==> src/hdl/ipn_endpoint_id_parser_top_defines.svh <==
// Assertion macros shared by the endpoint ID parser RTL.
`ifndef IPN_ENDPOINT_ID_PARSER_TOP_DEFINES_SVH
`define IPN_ENDPOINT_ID_PARSER_TOP_DEFINES_SVH

// Same-cycle implication, checked out of reset.
`define IPN_ASSERT_IMPL(label, ante, cons, msg) \
    label: assert property (@(posedge clk) disable iff (!rst_n) (ante) |-> (cons)) \
        else $error(msg);

// Next-cycle implication, checked out of reset.
`define IPN_ASSERT_NEXT(label, ante, cons, msg) \
    label: assert property (@(posedge clk) disable iff (!rst_n) (ante) |=> (cons)) \
        else $error(msg);

`endif

==> src/hdl/ipn_eid_pkg.sv <==
// Types, constants and helper functions for the endpoint ID parser.
package ipn_eid_pkg;

    localparam int MAX_EID_LEN_DEF = 128;
    localparam int MIN_EID_LEN     = 7;

    localparam int CHAR_W    = 8;
    localparam int STATUS_W  = 3;
    localparam int NUM_W     = 32;
    localparam int ACC_W     = 64;
    localparam int OUT_BITS  = STATUS_W + 2 * NUM_W;
    localparam int OUT_TDATA_W = ((OUT_BITS + 7) / 8) * 8;

    localparam logic [CHAR_W-1:0] CH_I     = 8'h69;
    localparam logic [CHAR_W-1:0] CH_P     = 8'h70;
    localparam logic [CHAR_W-1:0] CH_N     = 8'h6e;
    localparam logic [CHAR_W-1:0] CH_COLON = 8'h3a;
    localparam logic [CHAR_W-1:0] CH_DOT   = 8'h2e;
    localparam logic [CHAR_W-1:0] CH_PLUS  = 8'h2b;
    localparam logic [CHAR_W-1:0] CH_MINUS = 8'h2d;
    localparam logic [CHAR_W-1:0] CH_SPACE = 8'h20;
    localparam logic [CHAR_W-1:0] CH_TAB   = 8'h09;
    localparam logic [CHAR_W-1:0] CH_CR    = 8'h0d;
    localparam logic [CHAR_W-1:0] CH_ZERO  = 8'h30;
    localparam logic [CHAR_W-1:0] CH_NINE  = 8'h39;
    localparam logic [CHAR_W-1:0] CH_NUL   = 8'h00;

    typedef enum logic [1:0] {
        PH_PREFIX,
        PH_NODE,
        PH_SERVICE
    } phase_t;

    typedef enum logic [1:0] {
        SC_SKIP,
        SC_SIGN,
        SC_DIGITS,
        SC_STOP
    } scan_t;

    typedef enum logic [STATUS_W-1:0] {
        ST_OK,
        ST_SHORT,
        ST_LONG,
        ST_PREFIX,
        ST_NO_DOT,
        ST_BAD_NODE,
        ST_BAD_SERVICE
    } status_t;

    typedef struct packed {
        logic ovf;
        logic dig;
        logic neg;
    } scan_flags_t;

    function automatic logic [CHAR_W-1:0] prefix_char(input logic [1:0] idx);
        logic [CHAR_W-1:0] ch;
        unique case (idx)
            2'd0: ch = CH_I;
            2'd1: ch = CH_P;
            2'd2: ch = CH_N;
            2'd3: ch = CH_COLON;
        endcase
        return ch;
    endfunction

    function automatic logic is_space(input logic [CHAR_W-1:0] ch);
        return (ch == CH_SPACE) || ((ch >= CH_TAB) && (ch <= CH_CR));
    endfunction

    function automatic logic is_digit(input logic [CHAR_W-1:0] ch);
        return (ch >= CH_ZERO) && (ch <= CH_NINE);
    endfunction

endpackage

==> src/hdl/ipn_endpoint_id_parser_top.sv <==
// Endpoint ID parser: checks "ipn:N.S" byte by byte and emits node and service numbers.
`include "ipn_endpoint_id_parser_top_defines.svh"

// Takes one character per cycle on the input stream and gives one result
// transaction per string, after the byte marked by tlast. Throughput is one
// byte per clock: the only loop is the per-byte update of the selected
// 64-bit accumulator (times ten plus digit, with overflow check), computed
// combinationally from the input register. A result is loaded into the
// output register as its last byte leaves the input register and sits
// there until taken; input keeps flowing meanwhile, except that a second
// last byte waits in the input register while the previous result is unclaimed.
// Status codes: 0 ok, 1 shorter than 7 bytes, 2 longer than MAX_EID_LEN,
// 3 bad prefix, 4 no dot, 5 bad node, 6 bad service; numbers are zero
// unless status is ok.
module ipn_endpoint_id_parser_top #(
    parameter int MAX_EID_LEN = ipn_eid_pkg::MAX_EID_LEN_DEF
) (
    input  logic                                  clk,
    input  logic                                  rst_n,
    input  logic                                  s_axis_tvalid,
    output logic                                  s_axis_tready,
    input  logic [ipn_eid_pkg::CHAR_W-1:0]        s_axis_tdata,  // [7:0] character
    input  logic                                  s_axis_tlast,  // last
    output logic                                  m_axis_tvalid,
    input  logic                                  m_axis_tready,
    // [2:0] status, [34:3] node_number, [66:35] service_number, rest zero
    output logic [ipn_eid_pkg::OUT_TDATA_W-1:0]   m_axis_tdata
);
    import ipn_eid_pkg::*;

    localparam int CNT_W = $clog2(MAX_EID_LEN + 2);
    localparam logic [CNT_W-1:0] CNT_SAT    = CNT_W'(MAX_EID_LEN + 1);
    localparam logic [CNT_W-1:0] CNT_MAX    = CNT_W'(MAX_EID_LEN);
    localparam logic [CNT_W-1:0] CNT_MIN    = CNT_W'(MIN_EID_LEN);
    localparam logic [CNT_W-1:0] CNT_PREFIX = CNT_W'(4);
    localparam logic [CNT_W-1:0] CNT_LASTPF = CNT_W'(3);

    // input register
    logic              s1_valid_reg, s1_valid_next;
    logic [CHAR_W-1:0] s1_char_reg;
    logic              s1_last_reg;
    logic              s1_adv;

    // parse state
    logic [CNT_W-1:0]  cnt_reg, cnt_next, cnt_upd;
    phase_t            phase_reg, phase_next, phase_upd;
    scan_t             scan_reg, scan_next, scan_upd;
    logic              prefix_bad_reg, prefix_bad_next, prefix_bad_upd;
    logic              ended_reg, ended_next, ended_upd;
    logic [ACC_W-1:0]  node_acc_reg, node_acc_next, node_acc_upd;
    logic [ACC_W-1:0]  serv_acc_reg, serv_acc_next, serv_acc_upd;
    scan_flags_t       node_flags_reg, node_flags_next, node_flags_upd;
    scan_flags_t       serv_flags_reg, serv_flags_next, serv_flags_upd;

    // shared scanner
    logic [ACC_W-1:0]  sel_acc, sc_acc;
    scan_flags_t       sel_flags, sc_flags;
    scan_t             sc_stage;
    logic [ACC_W+3:0]  acc_x10;
    logic              sc_taken;

    // result
    status_t           res_status;
    logic [NUM_W-1:0]  res_node, res_serv, node_lo, serv_lo;
    logic              out_valid_reg, out_valid_next;
    status_t           out_status_reg;
    logic [NUM_W-1:0]  out_node_reg, out_serv_reg;
    logic              out_load;

    // ------------------------------------------------------------------
    // handshake
    assign s1_adv        = s1_valid_reg && (!s1_last_reg || !out_valid_reg || m_axis_tready);
    assign s_axis_tready = !s1_valid_reg || s1_adv;
    assign s1_valid_next = s_axis_tready ? s_axis_tvalid : s1_valid_reg;
    assign out_load      = s1_adv && s1_last_reg;

    always_comb
    begin
        if (out_load)
        begin
            out_valid_next = 1'b1;
        end
        else if (m_axis_tready)
        begin
            out_valid_next = 1'b0;
        end
        else
        begin
            out_valid_next = out_valid_reg;
        end
    end

    // ------------------------------------------------------------------
    // scanner on the accumulator of the current phase
    assign sel_acc   = (phase_reg == PH_SERVICE) ? serv_acc_reg : node_acc_reg;
    assign sel_flags = (phase_reg == PH_SERVICE) ? serv_flags_reg : node_flags_reg;
    assign acc_x10   = {1'b0, sel_acc, 3'b000} + {3'b000, sel_acc, 1'b0}
                     + {{(ACC_W){1'b0}}, s1_char_reg[3:0]};

    always_comb
    begin
        sc_stage = scan_reg;
        sc_flags = sel_flags;
        sc_acc   = sel_acc;
        sc_taken = 1'b0;
        if (scan_reg == SC_SKIP)
        begin
            if (is_space(s1_char_reg))
            begin
                sc_taken = 1'b1;
            end
            else if (s1_char_reg == CH_PLUS)
            begin
                sc_stage = SC_SIGN;
                sc_taken = 1'b1;
            end
            else if (s1_char_reg == CH_MINUS)
            begin
                sc_stage     = SC_SIGN;
                sc_flags.neg = 1'b1;
                sc_taken     = 1'b1;
            end
        end
        if (!sc_taken && (scan_reg != SC_STOP))
        begin
            if (!is_digit(s1_char_reg))
            begin
                sc_stage = SC_STOP;
            end
            else
            begin
                sc_stage     = SC_DIGITS;
                sc_flags.dig = 1'b1;
                if (!sel_flags.ovf)
                begin
                    // anything past bit 63 means the magnitude no longer fits
                    if (|acc_x10[ACC_W+3:ACC_W])
                    begin
                        sc_flags.ovf = 1'b1;
                    end
                    else
                    begin
                        sc_acc = acc_x10[ACC_W-1:0];
                    end
                end
            end
        end
    end

    // ------------------------------------------------------------------
    // next state
    always_comb
    begin
        cnt_upd        = (cnt_reg < CNT_SAT) ? cnt_reg + 1'b1 : cnt_reg;
        phase_upd      = phase_reg;
        scan_upd       = scan_reg;
        prefix_bad_upd = prefix_bad_reg;
        ended_upd      = ended_reg;
        node_acc_upd   = node_acc_reg;
        serv_acc_upd   = serv_acc_reg;
        node_flags_upd = node_flags_reg;
        serv_flags_upd = serv_flags_reg;

        if (cnt_reg < CNT_PREFIX)
        begin
            if (s1_char_reg != prefix_char(cnt_reg[1:0]))
            begin
                prefix_bad_upd = 1'b1;
            end
            if (cnt_reg == CNT_LASTPF)
            begin
                phase_upd = PH_NODE;
            end
        end
        else if (!ended_reg)
        begin
            if (s1_char_reg == CH_NUL)
            begin
                ended_upd = 1'b1;
            end
            else if (phase_reg == PH_NODE)
            begin
                if (s1_char_reg == CH_DOT)
                begin
                    phase_upd = PH_SERVICE;
                    scan_upd  = SC_SKIP;
                end
                else
                begin
                    scan_upd       = sc_stage;
                    node_acc_upd   = sc_acc;
                    node_flags_upd = sc_flags;
                end
            end
            else if (phase_reg == PH_SERVICE)
            begin
                scan_upd       = sc_stage;
                serv_acc_upd   = sc_acc;
                serv_flags_upd = sc_flags;
            end
        end

        // commit; the last byte of a string returns everything to reset
        cnt_next        = cnt_reg;
        phase_next      = phase_reg;
        scan_next       = scan_reg;
        prefix_bad_next = prefix_bad_reg;
        ended_next      = ended_reg;
        node_acc_next   = node_acc_reg;
        serv_acc_next   = serv_acc_reg;
        node_flags_next = node_flags_reg;
        serv_flags_next = serv_flags_reg;
        if (s1_adv)
        begin
            if (s1_last_reg)
            begin
                cnt_next        = '0;
                phase_next      = PH_PREFIX;
                scan_next       = SC_SKIP;
                prefix_bad_next = 1'b0;
                ended_next      = 1'b0;
                node_acc_next   = '0;
                serv_acc_next   = '0;
                node_flags_next = '0;
                serv_flags_next = '0;
            end
            else
            begin
                cnt_next        = cnt_upd;
                phase_next      = phase_upd;
                scan_next       = scan_upd;
                prefix_bad_next = prefix_bad_upd;
                ended_next      = ended_upd;
                node_acc_next   = node_acc_upd;
                serv_acc_next   = serv_acc_upd;
                node_flags_next = node_flags_upd;
                serv_flags_next = serv_flags_upd;
            end
        end
    end

    // ------------------------------------------------------------------
    // result of a string, from the state after its last byte
    assign node_lo = node_acc_upd[NUM_W-1:0];
    assign serv_lo = serv_acc_upd[NUM_W-1:0];

    always_comb
    begin
        res_node = '0;
        res_serv = '0;
        priority if (cnt_upd < CNT_MIN)
        begin
            res_status = ST_SHORT;
        end
        else if (cnt_upd > CNT_MAX)
        begin
            res_status = ST_LONG;
        end
        else if (prefix_bad_upd)
        begin
            res_status = ST_PREFIX;
        end
        else if (phase_upd != PH_SERVICE)
        begin
            res_status = ST_NO_DOT;
        end
        else if (!node_flags_upd.dig || node_flags_upd.ovf)
        begin
            res_status = ST_BAD_NODE;
        end
        else if (!serv_flags_upd.dig || serv_flags_upd.ovf)
        begin
            res_status = ST_BAD_SERVICE;
        end
        else
        begin
            res_status = ST_OK;
            // negation only needs the low word
            res_node = node_flags_upd.neg ? (NUM_W'(0) - node_lo) : node_lo;
            res_serv = serv_flags_upd.neg ? (NUM_W'(0) - serv_lo) : serv_lo;
        end
    end

    // ------------------------------------------------------------------
    // registers
    always_ff @(posedge clk or negedge rst_n)
    begin
        if (!rst_n)
        begin
            s1_valid_reg   <= 1'b0;
            out_valid_reg  <= 1'b0;
            cnt_reg        <= '0;
            phase_reg      <= PH_PREFIX;
            scan_reg       <= SC_SKIP;
            prefix_bad_reg <= 1'b0;
            ended_reg      <= 1'b0;
            node_acc_reg   <= '0;
            serv_acc_reg   <= '0;
            node_flags_reg <= '0;
            serv_flags_reg <= '0;
        end
        else
        begin
            s1_valid_reg   <= s1_valid_next;
            out_valid_reg  <= out_valid_next;
            cnt_reg        <= cnt_next;
            phase_reg      <= phase_next;
            scan_reg       <= scan_next;
            prefix_bad_reg <= prefix_bad_next;
            ended_reg      <= ended_next;
            node_acc_reg   <= node_acc_next;
            serv_acc_reg   <= serv_acc_next;
            node_flags_reg <= node_flags_next;
            serv_flags_reg <= serv_flags_next;
        end
    end

    always_ff @(posedge clk)
    begin
        if (s_axis_tvalid && s_axis_tready)
        begin
            s1_char_reg <= s_axis_tdata;
            s1_last_reg <= s_axis_tlast;
        end
        if (out_load)
        begin
            out_status_reg <= res_status;
            out_node_reg   <= res_node;
            out_serv_reg   <= res_serv;
        end
    end

    assign m_axis_tvalid = out_valid_reg;
    assign m_axis_tdata  = {{(OUT_TDATA_W - OUT_BITS){1'b0}},
                            out_serv_reg, out_node_reg, out_status_reg};

    // ------------------------------------------------------------------
    // assertions
    `IPN_ASSERT_IMPL(a_num_zero_on_err,
        m_axis_tvalid && (out_status_reg != ST_OK),
        (out_node_reg == '0) && (out_serv_reg == '0),
        "numbers must be zero when status is not ok")
    `IPN_ASSERT_NEXT(a_reset_after_last,
        out_load,
        (cnt_reg == '0) && (phase_reg == PH_PREFIX) && !ended_reg && !prefix_bad_reg,
        "parse state not cleared after last byte")
    `IPN_ASSERT_IMPL(a_cnt_sat,
        1'b1,
        cnt_reg <= CNT_SAT,
        "byte count beyond saturation")
    `IPN_ASSERT_IMPL(a_hold_last,
        s1_valid_reg && s1_last_reg && out_valid_reg && !m_axis_tready,
        !s_axis_tready && !s1_adv,
        "last byte consumed while result still pending")

endmodule

==> config.mk <==
export PLATFORM = sky130hd
export DESIGN_NAME = ipn_endpoint_id_parser_top
export DESIGN_NICKNAME = d
export VERILOG_FILES = /design/src/hdl/ipn_eid_pkg.sv /design/src/hdl/ipn_endpoint_id_parser_top.sv
export VERILOG_INCLUDE_DIRS = /design/src /design/src/hdl
export SDC_FILE = /design/constraint.sdc
export NUM_CORES = 1
export LEC_CHECK = 0
export BUFFER_PORTS_ARGS = -buffer_cell sky130_fd_sc_hd__buf_4
export CAP_MARGIN = 20
export CORE_MARGIN = 2
export CORE_UTILIZATION = 65
export DETAILED_ROUTE_END_ITERATION = 8
export PLACE_DENSITY = 0.9
export SLEW_MARGIN = 20
export SYNTH_ARGS = -nofsm -noshare
export SYNTH_HDL_FRONTEND = slang
export SYNTH_SLANG_ARGS = --single-unit
==> constraint.sdc <==
create_clock -name clk -period 12.4 [get_ports clk]
set_input_delay 0.62 -clock clk [delete_from_list [all_inputs] [get_ports clk]]
set_output_delay 0.62 -clock clk [all_outputs]
set_load 0.01 [all_outputs]
==> results of run 1 <==
-- cell type report --
| class | count | share of cell area, % |
|---|---|---|
| Clock inverter | 16 | 0.647 |
| Inverter | 35 | 0.701 |
| Clock buffer | 30 | 3.44 |
| Sequential cell | 226 | 32.2 |
| Tap cell | 335 | 2.24 |
| Timing Repair Buffer | 98 | 3.94 |
| Multi-Input combinational cell | 1588 | 56.8 |
-- critical path, stage by stage, from the launching register on --
cell      delay (ps)
dfrtp_1          470
nand2b_4         870
mux2i_1          430
inv_1            140
ha_1             290
ha_1             370
and2_4           200
a221oi_2         280
a21oi_2          160
o2111a_1         280
nor3_2           480
a211o_1          230
a211oi_1          80
a211o_1          470
nor4_4           330
buf_4            530
mux2i_1          360
ha_1             250
inv_1             70
o31ai_1          410
nand4_1          550
nor3_1           440
xnor2_1          160
nor2_1            60
-- placed cells by master (no fill, tap or decap), drive strengths merged, types with 12 or more instances in the layout --
cell type	synthesis	routed
nor2	174	174
a31oi	23	23
clkinv	0	12
clkbuf	87	30
a21oi	138	138
nand2	244	244
and2	14	14
nor3	44	44
dfrtp	150	150
o21ai	228	228
nand4	27	27
edfxtp	76	76
a22o	34	34
buf	35	98
nand3	33	33
mux2i	68	68
a21o	36	36
a211oi	15	15
o21bai	14	14
xor2	49	49
or3	26	26
mux2	60	60
inv	35	36
ha	134	134
xnor2	75	75
-- per-layer routing --
layer	GRT usage, %	wire length (um)	vias up
li1	-	-	7135
met1	42.2	18400	7435
met2	54.7	22000	978
met3	6.04	4600	191
met4	14.7	2170	0
met5	0	0	-
-- cells by family (layout without fill, tap and decap cells) --
| group | count (synthesis) | after routing |
|---|---|---|
| xor+xnor | 124 | 124 |
| fa+ha+maj | 136 | 136 |
| compound gates | 562 | 562 |
| buf+inv | 157 | 179 |
| flops | 226 | 226 |
| mux | 128 | 128 |
| simple gates | 633 | 633 |
| other cells | 1 | 5 |
-- final timing paths --
path                                  start           endpoint  slack (ps)  depth (start not counted)
max                            phase_reg[0]   out_node_reg[24]        4150                         23
min                                   rst_n   serv_acc_reg[36]         150                          1
max reg2reg                    phase_reg[0]   out_node_reg[24]        4150                         23
min reg2reg                node_acc_reg[34]   node_acc_reg[34]         480                          2
max in group asynchronous             rst_n  node_flags_reg[0]       10870                          2
min in group clk            s_axis_tdata[7]     s1_char_reg[7]         250                          1
-- where the power goes --
| part | switching (W) | internal [W] |
|---|---|---|
| Clock | 0.000323 | 0.000394 |
| Sequential | 0.0000155 | 0.000790 |
| Combinational | 0.0000896 | 0.0000412 |
| Total | 0.000428 | 0.00122 |
-- per-stage QoR --
stage	instances	cell area, sq um	util (%)
2_1_floorplan	1971	17300	-
3_5_place_dp	2282	18000	69.0
6_report	2328	18800	72.0
4_1_cts	2328	18700	71.9
5_1_grt	2328	18800	72.0
3_3_place_gp	2282	18000	69.0
==> metrics.csv, run 1 <==
metric;value;unit
die width;167;um
LEAKAGE;8.28;nW
clk root buf;clkbuf_16;
Setup TNS;0;ps
fin crit period;8250;ps
Setup Buffers After CTS;0;
die area;27900;sq um
largest net degree at the start of global routing;90;
final setup fails;0;
IO Port Bufs;81;
Syn Area/Cell;8.79;sq um
Seq/Total Area, Yosys;34.9;%
H-tree Lvls;1;
share of Yosys cell area claimed by the top area cell type;21.7;%
number of synthesized register bits;226;
Initial DRT Pass Iterations;6;
HPWL Detailed;33400;um
post-synthesis compound-gate area fraction;19.9;%
clk_skew;19.4;ps
multiplexer share of the synthesized area;7.87;%
total gr overflow;0;
WP data arrival;8530;ps
RSZ-0062 raised after global routing;no;
CTS Sinks;226;
Tcrit/Tclk final;66.6;%
relative max-transition margin;26.7;%
Gate Count Post-Synth;1967;
area occupied by multi-input gates;10700;sq um
# rows;59;
CP Data Required Time;12680;ps
CP Capture Type;register;
Cell Pwr Density;88.1;nW/um^2
initial drt markers;2195;
synth warn;0;
post-synthesis adder-cell area fraction;9.93;%
Post-CTS Hold Buffers;0;
Clk Latency, worst-skew pair;560;ps
slack of the critical path;4150;ps
top_reg_cell synth;dfrtp_1;
top cells by count, synth;244 x nand2_1, 222 x o21ai_0, 174 x nor2_1;
top-count cell post-synth;nand2_1;
Async S/R FF share, synth;66.4;%
largest family of logic cells by synthesized area;compound AO/OA/AOI/OAI gates;
post_cts resized;0;
Routed WL per cell;20.2;um
worst slack, placed;4410;ps
worst-path maximum fanout;72;
flip-flop and latch area;6040;sq um
synth top area cells;dfrtp_1 22%, edfxtp_1 13%, ha_1 9.7%, o21ai_0 6.4%, nand2_1 5.3%;
nets;2123;
vias in the first global route;15275;
TritonCTS clock tree;done;
clk buf depth;3;
Layout fillers;1833;
fmax;121;MHz
DRC viols;0;
clk slew on worst S/H paths;60;ps
routability cong.;0.975;
GR Util All Layers;33.0;%
initial antenna violation count;1;
area of the core;26100;sq um
synth unique cells;86;
Yosys top cell by area;dfrtp_1;
Die H;167;um
Crit Path Class;reg2reg;
xor and xnor area share after synthesis;6.28;%
DRT Wirelength;47100;um
worst hold slack;152;ps
PnR Total Power;0.00165;W
global-route wire length before repair;76300;um
diode count;0;
Fin. Hold Viols;0;
Final Max Tran Viols;0;
Starting Density;66.3;%
simple logic cell fraction of the synthesized area;17.2;%
Mapped Area;17300;sq um
status;finished, final reports clean;
ANT nets after route;0;
TritonCTS Buffers;25;
Max-cap violations;0;
share of layout cells above drive strength 1;11.8;%
IO Pins;87;
Critical Path Start Type;register;
Least-Margin Pin Slew;1100;ps
Hold Crit Class;in2async;
Post-synth EDFFs;76;
Via Count;15739;
Area growth syn-to-layout;8.48;%
vias per cell;6.76;
maximum VDD drop;0.147;mV
Note: power is estimated with default switching activity, not from simulation.
==> run 2: changes to the inputs <==
--- a/config.mk
+++ b/config.mk
@@ -9,9 +9,9 @@
 export BUFFER_PORTS_ARGS = -buffer_cell sky130_fd_sc_hd__buf_4
 export CAP_MARGIN = 20
 export CORE_MARGIN = 2
-export CORE_UTILIZATION = 65
+export CORE_UTILIZATION = 63
 export DETAILED_ROUTE_END_ITERATION = 8
-export PLACE_DENSITY = 0.9
+export PLACE_DENSITY = 0.88
 export SLEW_MARGIN = 20
 export SYNTH_ARGS = -nofsm -noshare
 export SYNTH_HDL_FRONTEND = slang
==> constraint.sdc (replaced) <==
create_clock -name clk -period 7.6 [get_ports clk]
set_input_delay 0.38 -clock clk [delete_from_list [all_inputs] [get_ports clk]]
set_output_delay 0.38 -clock clk [all_outputs]
set_load 0.01 [all_outputs]
==> run 2 against run 1 <==
Effect of this change: first-iteration DRC count decreased by 13%; register-to-register slack got worse by 3800 ps; combinational power increased by 69%; critical endpoint is now out_node_reg[28]; fmax increased by 14%; sequential power increased by 64%; largest cell class unchanged; non-clock buffer count increased by 23; clock skew increased by 7.3 ps; count of clock-buffer cells in the layout increased by 3; highest routed layer is now met5; sequential share of layout area decreased by 0.64 points; cell count increased by 1.3%; clock power increased by 90%.
==> metrics.csv, run 2 (synthesis results as in run 1) <==
metric;value;unit
status;finished, final reports clean;
relative max-transition margin;24.7;%
most common cell after layout, fill and taps aside;nand2_1;
DRC viols;0;
clk root buf;clkbuf_16;
cells along the critical path;nand2b_4, mux2i_1, inv_1, fa_1, fa_1, a211oi_1, o211ai_2, nand3_2, a21oi_1, a211oi_1, a31o_2, o31a_1, nand3_4, nor4_4, mux2i_1, ha_1, inv_1, o31ai_1, nand4_1, buf_4, a211oi_1, xnor2_1, nor2_1;
# rows;60;
clk buf depth;3;
nets;2147;
total gr overflow;0;
Critical Path Start Type;register;
clk_skew;26.6;ps
clk slew on worst S/H paths;60;ps
GR Util All Layers;32.8;%
vias in the first global route;15069;
DRT Wirelength;47600;um
Least-Margin Pin Slew;1120;ps
area of the core;27000;sq um
Die H;170;um
Cell Area, Placed;18100;sq um
Fin. Hold Viols;0;
global-route wire length before repair;77300;um
fin crit period;7240;ps
Crit path max-delay family;compound AO/OA/AOI/OAI gates;
Critical Path Most Common Cell;a211oi_1;
commonest cells after routing, fill and taps aside;242 x nand2_1, 222 x o21ai_0, 173 x nor2_1, 150 x dfrtp_1, 136 x a21oi_1;
IO Pins;87;
routability cong.;0.995;
die width;170;um
Clk Latency, worst-skew pair;560;ps
Cell Pwr Density;151;nW/um^2
diode count;0;
CP max-delay cell;a211oi_1;
TritonCTS Buffers;26;
Via Count;15606;
CP Capture Type;register;
CP Data Required Time;7910;ps
IO Port Bufs;81;
Crit Path Class;reg2reg;
LEAKAGE;8.45;nW
Util after Layout;71.0;%
slack of the critical path;358;ps
PnR Total Power;0.00289;W
initial antenna violation count;1;
HPWL Detailed;33600;um
Final Max Tran Viols;0;
H-tree Lvls;1;
vias per cell;6.62;
maximum VDD drop;0.158;mV
CTS Sinks;226;
Starting Density;64.1;%
crit-path max cell delay;520;ps
Setup Buffers After CTS;0;
Final Cell Area;19100;sq um
worst slack, placed;558;ps
Area growth syn-to-layout;10.7;%
Tcrit/Tclk final;95.3;%
final setup fails;0;
RSZ-0062 raised after global routing;no;
CP Buf/Inv Count;3;
Routed WL per cell;20.2;um
initial drt markers;1908;
Hold Crit Class;in2reg;
WP data arrival;7550;ps
Initial DRT Pass Iterations;6;
largest net degree at the start of global routing;80;
Max-cap violations;0;
share of layout cells above drive strength 1;12.7;%
die area;28800;sq um
worst-path maximum fanout;27;
ANT nets after route;0;
TritonCTS clock tree;done;
Setup TNS;0;ps
fmax;138;MHz
run 2: final cells by class:
cell class	count	area, sq um
multi-input cells	1588	10700
inverters	35	131
clock buffers	33	707
repair buffers	121	957
fillers	1931	7820
well taps	341	427
flip-flops and latches	226	6040
clock inverters	15	218
run 2: path summary, 6_finish.rpt:
path                                       start               end  slack [ps]  cells past startpoint
min in group asynchronous                  rst_n  node_acc_reg[51]         420                      2
worst min-delay path               s_axis_tvalid      s1_valid_reg          30                      2
max in group asynchronous                  rst_n  serv_acc_reg[25]        5980                      3
worst max register to register      phase_reg[0]  out_node_reg[28]         360                     23
worst max-delay path                phase_reg[0]  out_node_reg[28]         360                     23
worst min register to register  node_acc_reg[51]  node_acc_reg[51]         480                      2
run 2: routing by layer:
layer	share of wire, %	track usage, %
met5	0.021	0
met4	3.5	12.7
met3	9.0	5.43
met2	46	53.4
met1	41	44.1
run 2: worst register-to-register path, stage by stage, from the launching register on:
cell and delay, ps:
dfrtp_1 450, nand2b_4 460, mux2i_1 360, inv_1 120, fa_1 500, fa_1 500
a211oi_1 360, o211ai_2 160, nand3_2 180, a21oi_1 110, a211oi_1 520, a31o_2 300
o31a_1 210, nand3_4 120, nor4_4 480, mux2i_1 420, ha_1 260, inv_1 70
o31ai_1 510, nand4_1 160, buf_4 230, a211oi_1 290, xnor2_1 180, nor2_1 70
run 2: report_power, final:
group          leakage (nW)  switching, W  internal, W  total (W)
clock                 0.446      0.000528     0.000828    0.00136
combinational          5.18      0.000147    0.0000741   0.000222
sequential             2.82     0.0000270      0.00129    0.00132
run 2: per-stage QoR:
stage	cells	hold slack [ps]
after CTS	2359	17.0
after detailed placement	2301	431
after floorplan	1971	84.4
after global routing	2359	23.5
final	2359	33.3
after global placement	2301	417
run 2: repair_timing:
item                                    CTS  global route
resized for setup                         0             2
hold buffers                             10             0
endpoints found under the hold margin    80             0
endpoints found under the setup margin    0             4
==> run 3: changes to the inputs <==
--- a/config.mk
+++ b/config.mk
@@ -8,8 +8,10 @@
 export LEC_CHECK = 0
 export BUFFER_PORTS_ARGS = -buffer_cell sky130_fd_sc_hd__buf_4
 export CAP_MARGIN = 20
+export CELL_PAD_IN_SITES_DETAIL_PLACEMENT = 0
+export CELL_PAD_IN_SITES_GLOBAL_PLACEMENT = 1
 export CORE_MARGIN = 2
-export CORE_UTILIZATION = 63
+export CORE_UTILIZATION = 49
 export DETAILED_ROUTE_END_ITERATION = 8
 export PLACE_DENSITY = 0.88
 export SLEW_MARGIN = 20
==> run 3 against run 2 <==
Effect of this change: global-route usage shrank 6.0 points; fmax is essentially flat; count of clock-buffer cells in the layout is the same; cell count grew 5.3%; die area grew 28%; sequential cell count is the same; total power shrank 0.88%; clock skew shrank 12 ps; non-clock buffer count grew 9; routed wire length grew 2.8%; register-to-register slack is essentially flat; via count shrank 3.4%.
==> metrics.csv, run 3 (synthesis results as in run 1) <==
metric;value;unit
Hold Crit Class;in2async;
die width;192;um
slack of the critical path;353;ps
GR Util All Layers;26.8;%
H-tree Lvls;1;
Worst R2R Setup Slack;350;ps
CP Capture Type;register;
clk root buf;clkbuf_16;
final setup fails;0;
Via Count;15073;
clk slew on worst S/H paths;60;ps
Switching Power;0.000738;W
nets;2157;
met1 WL;21800;um
Util after Layout;55.9;%
largest net degree at the start of global routing;79;
status;finished, final reports clean;
Tcrit/Tclk final;95.4;%
Starting Density;49.9;%
DRT Wirelength;49000;um
Setup TNS;0;ps
TritonCTS clock tree;done;
Routed WL per cell;19.7;um
vias per cell;6.07;
met2 wire len;22700;um
Crit Path Class;reg2reg;
fin crit period;7250;ps
Cell Pwr Density;148;nW/um^2
CTS Sinks;226;
LEAKAGE;8.49;nW
global-route wire length before repair;79300;um
IO Pins;87;
die area;36800;sq um
Clk Latency, worst-skew pair;580;ps
highest routed layer;met4;
vias in the first global route;14615;
Layout fillers;3125;
combinational power share;7.6;%
CP Data Required Time;7900;ps
Die H;192;um
Final Max Tran Viols;0;
reg-to-reg startpoint;phase_reg[0];
IO Port Bufs;81;
placed insts;2421;
share of layout cells above drive strength 1;13.3;%
Cell Count, Final, Fillers Out;2484;
Max-cap violations;0;
clk_skew;14.7;ps
most common cell after layout, fill and taps aside;nand2_1;
met3 wire length;3310;um
Setup Buffers After CTS;0;
Critical Path Source;phase_reg[0];
diode count;0;
Fin. Hold Viols;0;
internal power;0.00213;W
TritonCTS Buffers;27;
clk buf depth;3;
Cell Area, Placed;18300;sq um
Critical Path Start Type;register;
switching portion of total power;25.7;%
Flop pwr share;45.8;%
maximum VDD drop;0.161;mV
worst-path maximum fanout;23;
Final Cell Area;19300;sq um
HPWL Detailed;35600;um
fmax;138;MHz
area of the core;34600;sq um
Area growth syn-to-layout;12.0;%
clock power share;46.6;%
ANT nets after route;0;
DRC viols;0;
commonest cells after routing, fill and taps aside;242 x nand2_1, 221 x o21ai_0, 174 x nor2_1, 150 x dfrtp_1, 136 x a21oi_1;
relative max-transition margin;34.6;%
Initial DRT Pass Iterations;6;
RSZ-0062 raised after global routing;no;
total gr overflow;0;
# rows;68;
Least-Margin Pin Slew;980;ps
initial drt markers;1233;
worst slack, placed;386;ps
routability cong.;0.919;
WP data arrival;7550;ps
initial antenna violation count;0;
## run 3: cell count changes in the layout (fill, tap and decap cells not counted), sizes merged
cell         before  now
buf             111  118
bufinv            5    2
clkinv            6    9
clkinvlp          2    4
dlygate4sd3      10   12
## run 3: repair_timing
item	in CTS	in global routing
setup endpoints to repair	0	3
resized for setup	0	6
hold endpoints to repair	88	0
hold buffers	12	0
## run 3: critical path, stage by stage (launching register included)
cell	delay, ps
dfrtp_1	430
nand2b_4	400
buf_4	260
mux2_2	370
ha_1	310
ha_1	460
nand4_1	220
nor2_1	300
nand2_1	110
a31oi_2	180
o2111ai_1	280
a2111oi_2	490
mux2_4	230
nand3_4	180
nor4_2	650
mux2i_1	390
ha_1	250
o21ai_0	150
a211oi_2	380
and2_0	450
a21oi_1	150
xor2_1	230
nor2_1	70
## run 3: routing by layer
| metal | vias to the layer above | GRT usage (%) |
|---|---|---|
| met5 | - | 0 |
| met4 | 0 | 6.12 |
| met3 | 74 | 3.84 |
| met2 | 510 | 44.4 |
| met1 | 7303 | 37.2 |
| li1 | 7186 | - |
## run 3: power by group through the flow
stage               Sequential [W]  Clock, W  Combinational, W
floorplan                  0.00134         0          0.000118
global placement           0.00133         0          0.000208
detailed placement         0.00134         0          0.000212
CTS                        0.00131   0.00136          0.000217
global route               0.00132   0.00141          0.000244
finish                     0.00131   0.00134          0.000218
## run 3: final cells by class
cell class	count	area, sq um	area share [%]
clock buffers	33	739	3.82
clock inverters	17	174	0.899
multi-input cells	1588	10700	55.0
flip-flops and latches	226	6040	31.2
well taps	455	569	2.94
repair buffers	130	1050	5.43
inverters	35	131	0.679
## run 3: final timing paths
path,end,cells past startpoint
setup / recovery,out_serv_reg[30],22
hold / removal,serv_acc_reg[57],2
setup reg to reg,out_serv_reg[30],22
hold reg to reg,node_acc_reg[44],2
max in group asynchronous,serv_acc_reg[29],4
min in group clk,node_acc_reg[44],2
## run 3: through the flow
stage | hold slack [ps] | power [W]
4_1_cts | 429 | 0.00289
2_1_floorplan | 84.4 | 0.00145
3_5_place_dp | 463 | 0.00155
6_report | 424 | 0.00287
3_3_place_gp | 457 | 0.00154
5_1_grt | 495 | 0.00297
